--- src/rtl/utf8wc_pkg.sv ---
package utf8wc_pkg;

    // Default width of the saturating running totals
    localparam int COUNT_WIDTH_DEF = 20;

    // Byte queue: up to three held bytes plus the incoming one
    localparam int Q_DEPTH = 4;
    localparam int CNT_W   = 3;

    // Configuration port
    localparam int CFG_ADDR_W = 1;
    localparam int CFG_DATA_W = 20;
    localparam int WEIGHT_W   = 4;
    localparam int LIMIT_W    = 20;

    localparam logic [CFG_ADDR_W-1:0] REG_MULTIBYTE_WEIGHT = 1'd0;
    localparam logic [CFG_ADDR_W-1:0] REG_CHAR_LIMIT       = 1'd1;

    localparam logic [WEIGHT_W-1:0] WEIGHT_RESET = 4'd1;
    localparam logic [LIMIT_W-1:0]  LIMIT_RESET  = 20'hFFFFF;

    // Lead and continuation byte patterns
    localparam logic [7:0] ASCII_MASK = 8'h80;
    localparam logic [7:0] LEAD2_MASK = 8'hE0;
    localparam logic [7:0] LEAD2_CODE = 8'hC0;
    localparam logic [7:0] LEAD3_MASK = 8'hF0;
    localparam logic [7:0] LEAD3_CODE = 8'hE0;
    localparam logic [7:0] LEAD4_MASK = 8'hF8;
    localparam logic [7:0] LEAD4_CODE = 8'hF0;
    localparam logic [7:0] CONT_MASK  = 8'hC0;
    localparam logic [7:0] CONT_CODE  = 8'h80;
    localparam logic [7:0] PAYLOAD6   = 8'h3F;
    localparam logic [7:0] PAYLOAD3   = 8'h07;

    localparam logic [20:0] MAX_CODE_POINT = 21'h10FFFF;

    // One decision of the scanner for the current queue contents
    typedef struct packed {
        logic             char_emit;  // settle one character from the queue front
        logic             term;       // emit the terminal result of a zero byte
        logic [2:0]       len;        // bytes reported for the character
        logic             valid;      // well-formed character
        logic [CNT_W-1:0] drop;       // bytes removed from the queue front
    } step_t;

endpackage

--- src/rtl/utf8wc_step.sv ---
module utf8wc_step (
    input  logic [utf8wc_pkg::Q_DEPTH-1:0][7:0] q,
    input  logic [utf8wc_pkg::CNT_W-1:0]        cnt,
    input  logic                                flush,
    input  logic                                zero,
    output utf8wc_pkg::step_t                   step
);

    logic [2:0]  lead;
    logic        bad_cont;
    logic        short_seq;
    logic        cp_bad;
    logic [20:0] cp;

    always_comb
    begin
        lead = 3'd0;
        if ((q[0] & utf8wc_pkg::ASCII_MASK) == 8'h00)
        begin
            lead = 3'd1;
        end
        else if ((q[0] & utf8wc_pkg::LEAD2_MASK) == utf8wc_pkg::LEAD2_CODE)
        begin
            lead = 3'd2;
        end
        else if ((q[0] & utf8wc_pkg::LEAD3_MASK) == utf8wc_pkg::LEAD3_CODE)
        begin
            lead = 3'd3;
        end
        else if ((q[0] & utf8wc_pkg::LEAD4_MASK) == utf8wc_pkg::LEAD4_CODE)
        begin
            lead = 3'd4;
        end

        // Check every continuation byte that is both needed and present
        bad_cont = 1'b0;
        for (int i = 1; i < utf8wc_pkg::Q_DEPTH; i++)
        begin
            if ((3'(i) < lead) && (3'(i) < cnt)
                && ((q[i] & utf8wc_pkg::CONT_MASK) != utf8wc_pkg::CONT_CODE))
            begin
                bad_cont = 1'b1;
            end
        end

        short_seq = (cnt < lead);
        cp = {q[0][2:0], q[1][5:0], q[2][5:0], q[3][5:0]};
        cp_bad = (lead == 3'd4) && (cp > utf8wc_pkg::MAX_CODE_POINT);

        step = '0;
        if (cnt != '0)
        begin
            if (lead <= 3'd1)
            begin
                step.char_emit = 1'b1;
                step.len       = 3'd1;
                step.valid     = (lead == 3'd1);
                step.drop      = 3'd1;
            end
            else if (!bad_cont && short_seq && !flush)
            begin
                // hold an incomplete sequence until more bytes arrive
                step.char_emit = 1'b0;
            end
            else if (bad_cont || short_seq || cp_bad)
            begin
                step.char_emit = 1'b1;
                step.len       = 3'd1;
                step.valid     = 1'b0;
                step.drop      = 3'd1;
            end
            else
            begin
                step.char_emit = 1'b1;
                step.len       = lead;
                step.valid     = 1'b1;
                step.drop      = lead;
            end
        end
        else if (zero)
        begin
            step.term = 1'b1;
        end
    end

endmodule

--- src/rtl/utf8wc_tally.sv ---
module utf8wc_tally #(
    parameter int COUNT_WIDTH = utf8wc_pkg::COUNT_WIDTH_DEF
) (
    input  logic                              clk,
    input  logic                              rst_n,
    input  logic                              upd,
    input  logic                              clr,
    input  logic [2:0]                        len,
    input  logic                              valid,
    input  logic [utf8wc_pkg::WEIGHT_W-1:0]   mb_weight,
    input  logic [utf8wc_pkg::LIMIT_W-1:0]    limit,
    output logic [utf8wc_pkg::WEIGHT_W-1:0]   weight,
    output logic [COUNT_WIDTH-1:0]            total,
    output logic [COUNT_WIDTH-1:0]            kept_bytes,
    output logic                              kept
);

    logic [COUNT_WIDTH-1:0]         total_reg, total_next;
    logic [COUNT_WIDTH-1:0]         kb_reg, kb_next;
    logic [utf8wc_pkg::LIMIT_W-1:0] kw_reg, kw_next;
    logic                           closed_reg, closed_next;

    logic [COUNT_WIDTH:0]           tsum;
    logic [COUNT_WIDTH:0]           bsum;
    logic [utf8wc_pkg::LIMIT_W:0]   ksum;
    logic [COUNT_WIDTH-1:0]         total_new;
    logic [COUNT_WIDTH-1:0]         kb_new;
    logic                           fit;

    always_comb
    begin
        weight = 4'd1;
        if (valid && (len > 3'd1) && (mb_weight > 4'd1))
        begin
            weight = mb_weight;
        end

        tsum      = {1'b0, total_reg} + (COUNT_WIDTH+1)'(weight);
        total_new = tsum[COUNT_WIDTH] ? '1 : tsum[COUNT_WIDTH-1:0];
        bsum      = {1'b0, kb_reg} + (COUNT_WIDTH+1)'(len);
        kb_new    = bsum[COUNT_WIDTH] ? '1 : bsum[COUNT_WIDTH-1:0];
        ksum      = {1'b0, kw_reg} + (utf8wc_pkg::LIMIT_W+1)'(weight);
        fit       = !closed_reg && (ksum <= {1'b0, limit});

        total      = upd ? total_new : total_reg;
        kept_bytes = (upd && fit) ? kb_new : kb_reg;
        kept       = fit;

        total_next  = total_reg;
        kb_next     = kb_reg;
        kw_next     = kw_reg;
        closed_next = closed_reg;
        if (clr)
        begin
            total_next  = '0;
            kb_next     = '0;
            kw_next     = '0;
            closed_next = 1'b0;
        end
        else if (upd)
        begin
            total_next = total_new;
            if (fit)
            begin
                kw_next = ksum[utf8wc_pkg::LIMIT_W-1:0];
                kb_next = kb_new;
            end
            else
            begin
                // the first character that overflows closes the prefix until the next clear
                closed_next = 1'b1;
            end
        end
    end

    always_ff @(posedge clk or negedge rst_n)
    begin
        if (!rst_n)
        begin
            total_reg  <= '0;
            kb_reg     <= '0;
            kw_reg     <= '0;
            closed_reg <= 1'b0;
        end
        else
        begin
            total_reg  <= total_next;
            kb_reg     <= kb_next;
            kw_reg     <= kw_next;
            closed_reg <= closed_next;
        end
    end

endmodule

--- src/rtl/utf8_weighted_char_counter.sv ---
// Channel   Dir  Handshake               Payload
// s_axis    in   s_axis_tvalid/tready    tdata: byte_value; tlast: end_of_string
// m_axis    out  m_axis_tvalid/tready    tdata: char_bytes, char_weight, total_count,
//                                        kept_bytes; tuser: char_valid, char_kept;
//                                        tlast: last_result
// cfg       in   cfg_we (no wait)        cfg_addr, cfg_wdata
//
// One byte per cycle in the common case: a new byte is taken in the same cycle that
// the previous result is loaded into the output register. A broken sequence settles
// one invalid byte per cycle while the held bytes are rescanned, and the input waits
// meanwhile; a zero byte adds a terminal result of its own.
// Reset clears the queue, totals and string flags; registers return to reset values.
// A stalled output holds the scanner and the input while a result is due.
module utf8_weighted_char_counter #(
    parameter int COUNT_WIDTH = utf8wc_pkg::COUNT_WIDTH_DEF,
    localparam int OUT_W = ((2 * COUNT_WIDTH + 7 + 7) / 8) * 8
) (
    input  logic                                clk,
    input  logic                                rst_n,
    // byte_value[7:0]
    input  logic [7:0]                          s_axis_tdata,
    input  logic                                s_axis_tlast,
    input  logic                                s_axis_tvalid,
    output logic                                s_axis_tready,
    // char_bytes[2:0], char_weight[6:3], total_count, kept_bytes, zero fill
    output logic [OUT_W-1:0]                    m_axis_tdata,
    // char_valid[0], char_kept[1]
    output logic [1:0]                          m_axis_tuser,
    output logic                                m_axis_tlast,
    output logic                                m_axis_tvalid,
    input  logic                                m_axis_tready,
    input  logic                                cfg_we,
    input  logic [utf8wc_pkg::CFG_ADDR_W-1:0]   cfg_addr,
    input  logic [utf8wc_pkg::CFG_DATA_W-1:0]   cfg_wdata
);

    localparam int PAD_W = OUT_W - 2 * COUNT_WIDTH - 7;

    // Configuration registers
    logic [utf8wc_pkg::WEIGHT_W-1:0] mbw_reg;
    logic [utf8wc_pkg::LIMIT_W-1:0]  limit_reg;

    // Scanner state: byte queue and string flags
    logic [utf8wc_pkg::Q_DEPTH-1:0][7:0] q_reg, q_post, q_next;
    logic [utf8wc_pkg::CNT_W-1:0]        cnt_reg, cnt_post, cnt_next, rem;
    logic flush_reg, flush_post, flush_next;
    logic zero_reg, zero_post, zero_next;
    logic end_reg, end_post, end_next;
    logic aterm_reg, aterm_post, aterm_next;

    // Output register
    logic                            m_valid_reg;
    logic [2:0]                      o_bytes_reg;
    logic [utf8wc_pkg::WEIGHT_W-1:0] o_weight_reg;
    logic [COUNT_WIDTH-1:0]          o_total_reg;
    logic [COUNT_WIDTH-1:0]          o_kb_reg;
    logic                            o_valid_reg;
    logic                            o_kept_reg;
    logic                            o_last_reg;

    utf8wc_pkg::step_t step;
    logic emitting, out_free, go, quiet, accept;
    logic clear_step, clear_acc, last_flag;
    logic [utf8wc_pkg::CNT_W-1:0] sel;

    logic [utf8wc_pkg::WEIGHT_W-1:0] t_weight;
    logic [COUNT_WIDTH-1:0]          t_total;
    logic [COUNT_WIDTH-1:0]          t_kb;
    logic                            t_kept;

    utf8wc_step u_step (
        .q     (q_reg),
        .cnt   (cnt_reg),
        .flush (flush_reg),
        .zero  (zero_reg),
        .step  (step)
    );

    utf8wc_tally #(
        .COUNT_WIDTH (COUNT_WIDTH)
    ) u_tally (
        .clk        (clk),
        .rst_n      (rst_n),
        .upd        (go && step.char_emit),
        .clr        (clear_step || clear_acc),
        .len        (step.len),
        .valid      (step.valid),
        .mb_weight  (mbw_reg),
        .limit      (limit_reg),
        .weight     (t_weight),
        .total      (t_total),
        .kept_bytes (t_kb),
        .kept       (t_kept)
    );

    assign emitting = step.char_emit || step.term;
    assign out_free = !m_valid_reg || m_axis_tready;
    // advance the scanner unless a result is due and the output is still full
    assign go       = !emitting || out_free;
    assign rem      = cnt_reg - step.drop;

    // State after this cycle's scan step
    always_comb
    begin
        q_post     = q_reg;
        cnt_post   = cnt_reg;
        flush_post = flush_reg;
        zero_post  = zero_reg;
        end_post   = end_reg;
        aterm_post = aterm_reg;
        clear_step = 1'b0;
        sel        = '0;

        if (go && step.char_emit)
        begin
            // drop the settled bytes from the queue front
            for (int i = 0; i < utf8wc_pkg::Q_DEPTH; i++)
            begin
                sel = utf8wc_pkg::CNT_W'(i) + step.drop;
                if (sel < utf8wc_pkg::CNT_W'(utf8wc_pkg::Q_DEPTH))
                begin
                    q_post[i] = q_reg[sel[1:0]];
                end
            end
            cnt_post = rem;
            // a flushed string without zero byte ends with its last character
            if (flush_reg && !zero_reg && (rem == '0))
            begin
                clear_step = 1'b1;
            end
        end

        if (go && step.term)
        begin
            zero_post  = 1'b0;
            flush_post = 1'b0;
            if (end_reg)
            begin
                clear_step = 1'b1;
            end
            else
            begin
                aterm_post = 1'b1;
            end
        end

        if (clear_step)
        begin
            cnt_post   = '0;
            flush_post = 1'b0;
            zero_post  = 1'b0;
            end_post   = 1'b0;
            aterm_post = 1'b0;
        end

        // take a new byte only when nothing more is owed from the queue
        quiet = !emitting || ((cnt_post == '0) && !zero_post);
    end

    assign s_axis_tready = go && quiet;
    assign accept        = s_axis_tvalid && s_axis_tready;

    // Merge the accepted item into the post-step state
    always_comb
    begin
        q_next     = q_post;
        cnt_next   = cnt_post;
        flush_next = flush_post;
        zero_next  = zero_post;
        end_next   = end_post;
        aterm_next = aterm_post;
        clear_acc  = 1'b0;

        if (accept)
        begin
            if (aterm_post)
            begin
                // ignore bytes after a zero byte; the string's last byte restarts
                if (s_axis_tlast)
                begin
                    clear_acc  = 1'b1;
                    aterm_next = 1'b0;
                end
            end
            else if (s_axis_tdata == 8'h00)
            begin
                flush_next = 1'b1;
                zero_next  = 1'b1;
                end_next   = s_axis_tlast;
            end
            else
            begin
                q_next[cnt_post[1:0]] = s_axis_tdata;
                cnt_next   = cnt_post + utf8wc_pkg::CNT_W'(1);
                flush_next = s_axis_tlast;
                end_next   = s_axis_tlast;
            end
        end
    end

    assign last_flag = step.term
                       || (step.char_emit && flush_reg && !zero_reg && (rem == '0));

    always_ff @(posedge clk or negedge rst_n)
    begin
        if (!rst_n)
        begin
            cnt_reg   <= '0;
            flush_reg <= 1'b0;
            zero_reg  <= 1'b0;
            end_reg   <= 1'b0;
            aterm_reg <= 1'b0;
        end
        else
        begin
            cnt_reg   <= cnt_next;
            flush_reg <= flush_next;
            zero_reg  <= zero_next;
            end_reg   <= end_next;
            aterm_reg <= aterm_next;
        end
    end

    // Queue bytes carry no reset; the count says which are live
    always_ff @(posedge clk)
    begin
        q_reg <= q_next;
    end

    always_ff @(posedge clk or negedge rst_n)
    begin
        if (!rst_n)
        begin
            mbw_reg   <= utf8wc_pkg::WEIGHT_RESET;
            limit_reg <= utf8wc_pkg::LIMIT_RESET;
        end
        else if (cfg_we)
        begin
            case (cfg_addr)
                utf8wc_pkg::REG_MULTIBYTE_WEIGHT:
                begin
                    mbw_reg <= cfg_wdata[utf8wc_pkg::WEIGHT_W-1:0];
                end
                utf8wc_pkg::REG_CHAR_LIMIT:
                begin
                    limit_reg <= cfg_wdata[utf8wc_pkg::LIMIT_W-1:0];
                end
                default:
                begin
                    mbw_reg <= mbw_reg;
                end
            endcase
        end
    end

    always_ff @(posedge clk or negedge rst_n)
    begin
        if (!rst_n)
        begin
            m_valid_reg <= 1'b0;
        end
        else if (go && emitting)
        begin
            m_valid_reg <= 1'b1;
        end
        else if (m_axis_tready)
        begin
            m_valid_reg <= 1'b0;
        end
    end

    // Load a result; the terminal result reports the totals with no character
    always_ff @(posedge clk)
    begin
        if (go && emitting)
        begin
            o_bytes_reg  <= step.char_emit ? step.len : 3'd0;
            o_valid_reg  <= step.char_emit && step.valid;
            o_weight_reg <= step.char_emit ? t_weight : '0;
            o_kept_reg   <= step.char_emit && t_kept;
            o_total_reg  <= t_total;
            o_kb_reg     <= t_kb;
            o_last_reg   <= last_flag;
        end
    end

    assign m_axis_tvalid = m_valid_reg;
    assign m_axis_tdata  = {{PAD_W{1'b0}}, o_kb_reg, o_total_reg, o_weight_reg, o_bytes_reg};
    assign m_axis_tuser  = {o_kept_reg, o_valid_reg};
    assign m_axis_tlast  = o_last_reg;

endmodule

--- config.mk ---
export PLATFORM = sky130hd
export DESIGN_NAME = utf8_weighted_char_counter
export DESIGN_NICKNAME = d
export VERILOG_FILES = /design/src/rtl/utf8wc_pkg.sv /design/src/rtl/utf8wc_step.sv /design/src/rtl/utf8wc_tally.sv /design/src/rtl/utf8_weighted_char_counter.sv
export SDC_FILE = /design/constraint.sdc
export NUM_CORES = 1
export LEC_CHECK = 0
export ABC_AREA = 1
export ABC_CLOCK_PERIOD_IN_PS = 7460
export BUFFER_PORTS_ARGS = -buffer_cell sky130_fd_sc_hd__buf_2
export CAP_MARGIN = 20
export CORE_MARGIN = 2
export CORE_UTILIZATION = 49
export CTS_CLUSTER_SIZE = 24
export DETAILED_ROUTE_END_ITERATION = 10
export GPL_TIMING_DRIVEN = 0
export PLACE_DENSITY = 0.75
export SYNTH_ARGS = -nofsm -noshare
export SYNTH_HDL_FRONTEND = slang
export SYNTH_SLANG_ARGS = --single-unit
--- constraint.sdc ---
create_clock -name clk -period 7.46 [get_ports clk]
set_clock_uncertainty 0.05 [all_clocks]
set_input_delay 0.746 -clock clk [delete_from_list [all_inputs] [get_ports clk]]
set_output_delay 0.746 -clock clk [all_outputs]
set_load 0.02 [all_outputs]
==> results of run 1 <==
==> worst max-delay path, delay by kind of cell (launching register included) <==
kind,cells,cell delay (ns)
flip-flops,1,0.34
XOR/XNOR,1,0.13
AND/OR/NAND/NOR,28,3.41
buffers and inverters,10,1.41
AO/OA/AOI/OAI,1,0.27
adder cells (fa/ha/maj),4,1.34
==> power breakdown <==
part	internal (uW)	switching (uW)
logic	909	1770
registers	1320	184
clock network	472	419
total	2700	2370
==> logic make-up (layout without fill, tap and decap cells) <==
logic type,count (synthesis),in the layout,synth area share
compound gates,140,140,0.0737
flops,175,175,0.407
buf+inv,285,408,0.106
other cells,1,2,0.000339
fa+ha+maj,46,46,0.0548
xor+xnor,39,39,0.0309
simple gates,804,804,0.328
==> layout make-up <==
cell class                      instances  area [sq um]  share of cell area
Timing Repair Buffer                   92           510              0.0407
Sequential cell                       175          4500               0.358
Tap cell                              280           350              0.0279
Clock buffer                           20           469              0.0374
Buffer                                 56           313              0.0249
Multi-Input combinational cell       1030          5430               0.432
Antenna cell                            1          2.50            0.000199
Inverter                              228           870              0.0693
Clock inverter                         12           115             0.00917
==> routing by layer <==
| metal | global-route usage | part of all wire | routed length [um] |
|---|---|---|---|
| met5 | 0 | 0.00039 | 11 |
| met4 | 0.0761 | 0.017 | 473 |
| met3 | 0.0406 | 0.062 | 1740 |
| met2 | 0.393 | 0.46 | 13000 |
| met1 | 0.328 | 0.46 | 12800 |
==> path summary, 6_finish.rpt <==
check,startpoint,end,slack [ns],cells after the start
setup / recovery,q_reg[3],u_tally.kw_reg[13],0.43,44
hold / removal,rst_n,u_tally.total_reg[14],0.20,1
setup reg to reg,q_reg[3],u_tally.kw_reg[13],0.43,44
hold reg to reg,limit_reg[8],limit_reg[8],0.44,2
max in group asynchronous,rst_n,limit_reg[4],6.45,2
min in group clk,limit_reg[8],limit_reg[8],0.44,2
==> through the flow <==
step | util | std cells | setup TNS, ns
after floorplan | - | 1490 | 0
after global placement | 0.539 | 1856 | -46.08
after detailed placement | 0.541 | 1858 | -53.27
after CTS | 0.568 | 1890 | 0
after global routing | 0.572 | 1893 | -0.139
final | 0.572 | 1894 | 0
==> cell usage in the layout (no fill, tap or decap), drive strengths merged, types with 16 or more instances in the layout <==
cell and n:
a21oi 38, buf 121, clkbuf 47, dfrtp 72
dfstp 21, dfxtp 32, edfxtp 50, ha 42
inv 230, nand2 339, nand3 241, nand3b 16
nand4 23, nor2 149, o21ai 61, o21bai 34
xor2 26
==> timing repair <==
item	CTS	global route
resized for setup	3	20
setup buffers	1	3
hold endpoints to repair	0	0
pin swaps	1	2
cloned	0	0
setup endpoints to repair	62	62
==> impl_summary.md, run 1 <==
Global routing
Entering global routing, the biggest net connects 63 pins. For this run, the total global-route usage over all layers was measured as 0.241. The wire length of the first global-routing pass is 46300 um. The number of antenna violations at the first check in global routing is 2. The global-route congestion overflow total is 0. The number of global-route vias before repair is 9466.

Place
The global placer's final weighted congestion is 0.956. Once placement finished, the instance area stood at 11900 sq um. The number of buffers inserted by port buffering is 86. The pre-CTS setup slack is -0.977 ns.

Detailed placement ended at an HPWL of 21200 um.

Worst setup path
The data required time at the worst endpoint is 7.78 ns. On the worst path, the slowest cell contributes a delay of 0.47 ns. STA classifies the critical path startpoint as a register. The kind of end point of the critical path is a register.

The slowest stage of the critical path belongs to the cell fa_1. The category of the critical setup timing path is reg2reg. Of all nets on the critical path, the largest fanout is 20. The cell occurring most often along the worst timing path is nand2_1. The signal arrival time at the worst endpoint is 7.35 ns.

STA
Dividing the final minimum period by the clock period gives 0.943. For the finished layout, the period the worst path requires is 7.03 ns. Hold is met by 0.197 ns. The count of final max-slew check failures is 0. The worst slew margin relative to its limit is 0.509. For the pin with the worst max-slew slack, the measured transition is 0.729 ns. The number of setup violations in the final report is 0. The worst path meets setup with 0.427 ns of slack.

The top achievable clock speed is 142 MHz. The number of hold violations in the final report is 0.

Clock network
The buffer cell driving the clock tree root is clkbuf_16. The clock reaches the later pin of the worst-skew pair after 0.44 ns. The H-tree generated during clock tree synthesis spans 4 levels. The hold buffer count at CTS is 0. After clock tree synthesis, the clock-pin slew on the worst setup and hold paths is 0.07 ns. The number of clock buffers inserted by TritonCTS is 17. The TritonCTS clock tree is done. The clock passes through at most 2 buffers. The number of clock sinks is 175.

Synthesis
The mean instance size in the synthesized netlist is 7.42 sq um. Counting instances in the post-synthesis netlist gives the leading cell types as nand2_1 (331), nand3_1 (237), inv_1 (221), nor2_1 (142), dfrtp_1 (72). The cell area that synthesis handed to floorplanning was 11100 sq um. The largest total area in the synthesized netlist belongs to dfrtp_1. The fraction of post-synthesis cell area in the top cell type by area is 0.163. The sequential cell area fraction in the yosys report is 0.407. By area the synthesized netlist is led by dfrtp_1 (16%), edfxtp_1 (14%), nand2_1 (11%), nand3_1 (11%), inv_1 (7.5%). The most common cell in the synthesized netlist is nand2_1. In this run, distinct cell masters in the synthesized netlist total 46.

Yosys printed 0 warnings. The count of mapped cells out of synthesis is 1490. The share of flip-flops with an asynchronous set or reset is 0.531. The post-synthesis register bit count is 175. Counting flops with a built-in enable in the synthesized netlist gives 50.

The dominant register cell in the synthesized netlist is dfrtp_1. Counting every net in the synthesized netlist gives 1571.

Floorplanning
The floorplan step defined a die boundary enclosing 23800 sq um. The floorplan has 54 rows. The number of I/O pins is 88. The horizontal die dimension is 154 um. The starting utilization of the core area is 0.503.

The core area is 22000 sq um. In this run the vertical extent of the chip is 154 um.

Cells and area
The register with the most flip-flops in the layout has 32 of them. The number of nets in the layout is 1681. The growth of design area from synthesis to finish is 13.6%.

After filler insertion, the fill cell instance count of the layout stands at 2039. In the final layout, the share of cells above drive strength 1 is 0.138. After routing the design area is 12600 sq um.

Power and ir drop
The final total power is 5070 uW. The analysis attributes to cell leakage a power of 0.00619 uW. The worst ir drop on vdd is 0.000173 V. The power density of the placed cells is 404 nW/um^2.

Detailed routing
In the final routed layout, each cell accounts on average for 14.8 um. Once detail routing completed, the nets flagged for antenna violations numbered 0. The average vias per placed instance is 5.30.

For this block, the initial DRC count from the detailed router was 820. In the routed design, unresolved DRC markers number 0. The number of detailed-route iterations in the first pass is 5. The total wirelength of the detailed-routed design is 28100 um.

The routed via count is 10000.

Min path
The min-delay analysis places its worst path in the category in2async.

Status
The run finished with clean final reports.

Run
The tool flagged a number of max-cap violations equal to 0.
Power figures use the tool's default switching activity.
==> run 2, diff against run 1 <==
--- a/config.mk
+++ b/config.mk
@@ -7,8 +7,8 @@
 export LEC_CHECK = 0
 export ABC_AREA = 1
-export ABC_CLOCK_PERIOD_IN_PS = 7460
+export ABC_CLOCK_PERIOD_IN_PS = 8400
 export BUFFER_PORTS_ARGS = -buffer_cell sky130_fd_sc_hd__buf_2
 export CAP_MARGIN = 20
-export CORE_MARGIN = 2
+export CORE_MARGIN = 8
 export CORE_UTILIZATION = 49
 export CTS_CLUSTER_SIZE = 24
==> constraint.sdc (replaced) <==
create_clock -name clk -period 8.4 [get_ports clk]
set_clock_uncertainty 0.05 [all_clocks]
set_input_delay 1.26 -clock clk [delete_from_list [all_inputs] [get_ports clk]]
set_output_delay 1.26 -clock clk [all_outputs]
set_load 0.02 [all_outputs]
==> impl_summary.md, run 2 (same netlist as run 1, synthesis figures left out) <==
Status
The run finished with clean final reports.

Floorplanning
The area of the die was 27600 sq um (+16%). The starting utilization of the core area came to 0.494 (-0.00915). The core area is 22400 sq um (+1.9%). The number of I/O pins is 88 (unchanged). The number of rows created at floorplan is 55 (+1.9%). The die height is 166 um (+7.8%). The horizontal die dimension is 166 um (+7.8%).

Worst setup path
The number of cells on the critical path is 40 (-9.1%). The number of buffer and inverter stages on the critical path is 8 (-2). The reg-to-reg critical path endpoint is o_kb_reg[18]. On the critical path the largest part of the delay comes from simple AND/OR/NAND/NOR gates. The launching instance or port of the critical path is q_reg[7].

The worst setup path is captured at a register. The slack of the worst reg-to-reg path came to 0.78 ns (+0.35 ns). Counting stages on the worst path, the most repeated cell is nand2_1.

The worst setup path is launched from a register. The data required time at the worst endpoint was 8.53 ns (+0.75 ns). The startpoint identified for the worst register-to-register timing path is q_reg[7]. The most critical setup path has its endpoint at o_kb_reg[18].

The highest net fanout along the worst path was 20 (unchanged). The signal arrival time at the worst endpoint is 7.74 ns (+0.39 ns). The worst reg-to-reg path cell count is 40 (-9.1%). The library cell contributing the largest single delay on the critical path is dfxtp_1.

The longest individual stage delay on the worst path is 0.48 ns (about the same). The category of the critical setup timing path is reg2reg.

Global routing
The global-route congestion overflow total is 0 (unchanged). The wire length of the first global-routing pass is 47300 um (+2.0%). The number of global-route vias before repair is 9623 (+1.7%). The largest net degree at the start of global routing is 61 (-3.2%). The number of antenna violations at the first check in global routing is 1 (-1). The total routing resource utilization after global routing is 0.206 (-0.0341).

Cells and area
The flip-flop and latch area is 4500 sq um (about the same). The final instance count without filler cells came to 1895 (+0.053%). The number of nets in the layout is 1678 (-0.18%).

The share of final-layout standard cells stronger than drive strength 1 came to 0.129 (-0.00968). The fill cell instance count of the final layout is 2109 (+3.4%). The end-of-flow core utilization was 0.557 (-0.0146).

The design area is 12500 sq um (-0.76%). The flip-flop count of the largest register, all copies and words added is 32 (unchanged). The library cells used most frequently in the layout, excluding fill and tap cells, are nand2_1 (330), nand3_1 (237), inv_1 (221). The footprint of the multi-input gates is 5400 sq um (-0.51%). The total inserted antenna cells is 0 (-1). The growth of design area from synthesis to finish is 12.7%. Leaving out fill and tap cells, the most frequent cell in the layout is nand2_1.

STA
The count of final max-slew check failures was 0 (unchanged). The top achievable clock speed was 131 MHz (-7.7%). Setup repair after global routing left no endpoint under its margin. The post-layout minimum cycle time is 7.62 ns (+0.585 ns). The final-layout setup total negative slack is 0 ns (unchanged).

The number of hold violations in the final report was 0 (unchanged). The transition time of the tightest slew-check pin is 0.804 ns (+0.0749 ns). The smallest setup slack after layout came to 0.782 ns (+0.355 ns).

The worst slew margin relative to its limit is 0.459 (-0.0504). The final worst-path cycle share is 0.907 (-0.0358). The number of setup violations in the final report was 0 (unchanged).

Power and ir drop
The power density of the placed cells is 358 nW/um^2 (-12%). The worst ir drop on vdd is 0.000148 V (-14%). The leakage power summed over all cells was 0.00614 uW (-0.78%).

Clock network
The maximum count of clock buffers along a single path was 2 (unchanged). Clock tree synthesis selected as its root buffer the cell clkbuf_16. The clock transition at the registers of the reported paths was 0.07 ns (about the same). The H-tree depth is 4 (unchanged).

The number of clock buffers inserted by TritonCTS is 17 (unchanged). The number of clock sinks was 175 (unchanged). TritonCTS built the clock tree. The clock latency on the worst-skew pair came to 0.44 ns (about the same). The hold buffer count at CTS is 0 (unchanged).

Place
The half-perimeter wire length after placement is 21600 um (+1.9%). The total cell area at the placement stage is 11900 sq um (about the same). The pre-CTS setup slack came to -0.0582 ns (+0.919 ns). The global placer's final weighted congestion is 0.923 (-3.5%). The total placed cells including tap cells is 1863 (+0.27%). The number of buffers inserted by port buffering is 86 (unchanged).

Detailed routing
The total wirelength of the detailed-routed design is 28500 um (+1.2%). The routed via count is 9998 (-0.32%). The number of detailed-route iterations in the first pass came to 5 (unchanged).

The residual antenna-violating net count after detailed routing was 0 (unchanged). The average vias per placed instance was 5.28 (-0.37%). The initial DRC count came to 813 (-0.85%). The routed wirelength normalized by instance count is 15.0 um (+1.2%). The detailed-route DRC error count is 0 (unchanged).

Run
The total of max-cap violations is 0 (unchanged).

Min path
The worst min-delay path category is reg2reg.
## run 2: power breakdown
group          internal [uW]  leakage, uW  switching (uW)
Sequential              1170      0.00195             162
Combinational            785      0.00391            1570
Clock                    404     0.000275             366
## run 2: worst min path at each step
stage	startpoint	slack, ns	cells after the start	endpoint
after floorplan	mbw_reg[1]	0.40	2	mbw_reg[1]
after global placement	mbw_reg[1]	0.42	2	mbw_reg[1]
after detailed placement	mbw_reg[3]	0.43	2	mbw_reg[3]
after CTS	limit_reg[9]	0.44	2	limit_reg[9]
after global routing	mbw_reg[0]	0.46	2	mbw_reg[0]
final	limit_reg[9]	0.44	2	limit_reg[9]
## run 2: metal layers
layer  vias to the layer above  part of all wire  track usage
met3                        53             0.064       0.0368
li1                       5025                 -            -
met1                      4588              0.46        0.267
met4                         2             0.024       0.0846
met5                         -           0.00046            0
met2                       330              0.45        0.337
## run 2: final cells by class
cell class	count	area share
Multi-Input combinational cell	1030	0.433
Inverter	228	0.0687
Sequential cell	175	0.361
Tap cell	285	0.0286
Buffer	56	0.0247
Timing Repair Buffer	89	0.0392
Clock buffer	20	0.0368
Clock inverter	12	0.00793
## run 2: worst reg2reg max path: cells and delay by family, from the launching register on
kind / cells / cell delay (ns)
buf+inv: 8 / 1.20
flops: 1 / 0.48
simple gates: 24 / 3.46
xor+xnor: 1 / 0.26
fa+ha+maj: 4 / 1.41
compound gates: 3 / 0.50
## run 2: per-stage QoR
stage	hold slack, ns	power, uW
floorplan	0.403	3010
CTS	0.439	4440
global route	0.455	4810
global placement	0.419	3600
finish	0.435	4460
detailed placement	0.426	3650
## run 2: timing repair
action | CTS | global route
buffers inserted | 1 | 0
endpoints found under the setup margin | 16 | 61
gates resized for setup | 0 | 2
pin swaps | 1 | 0
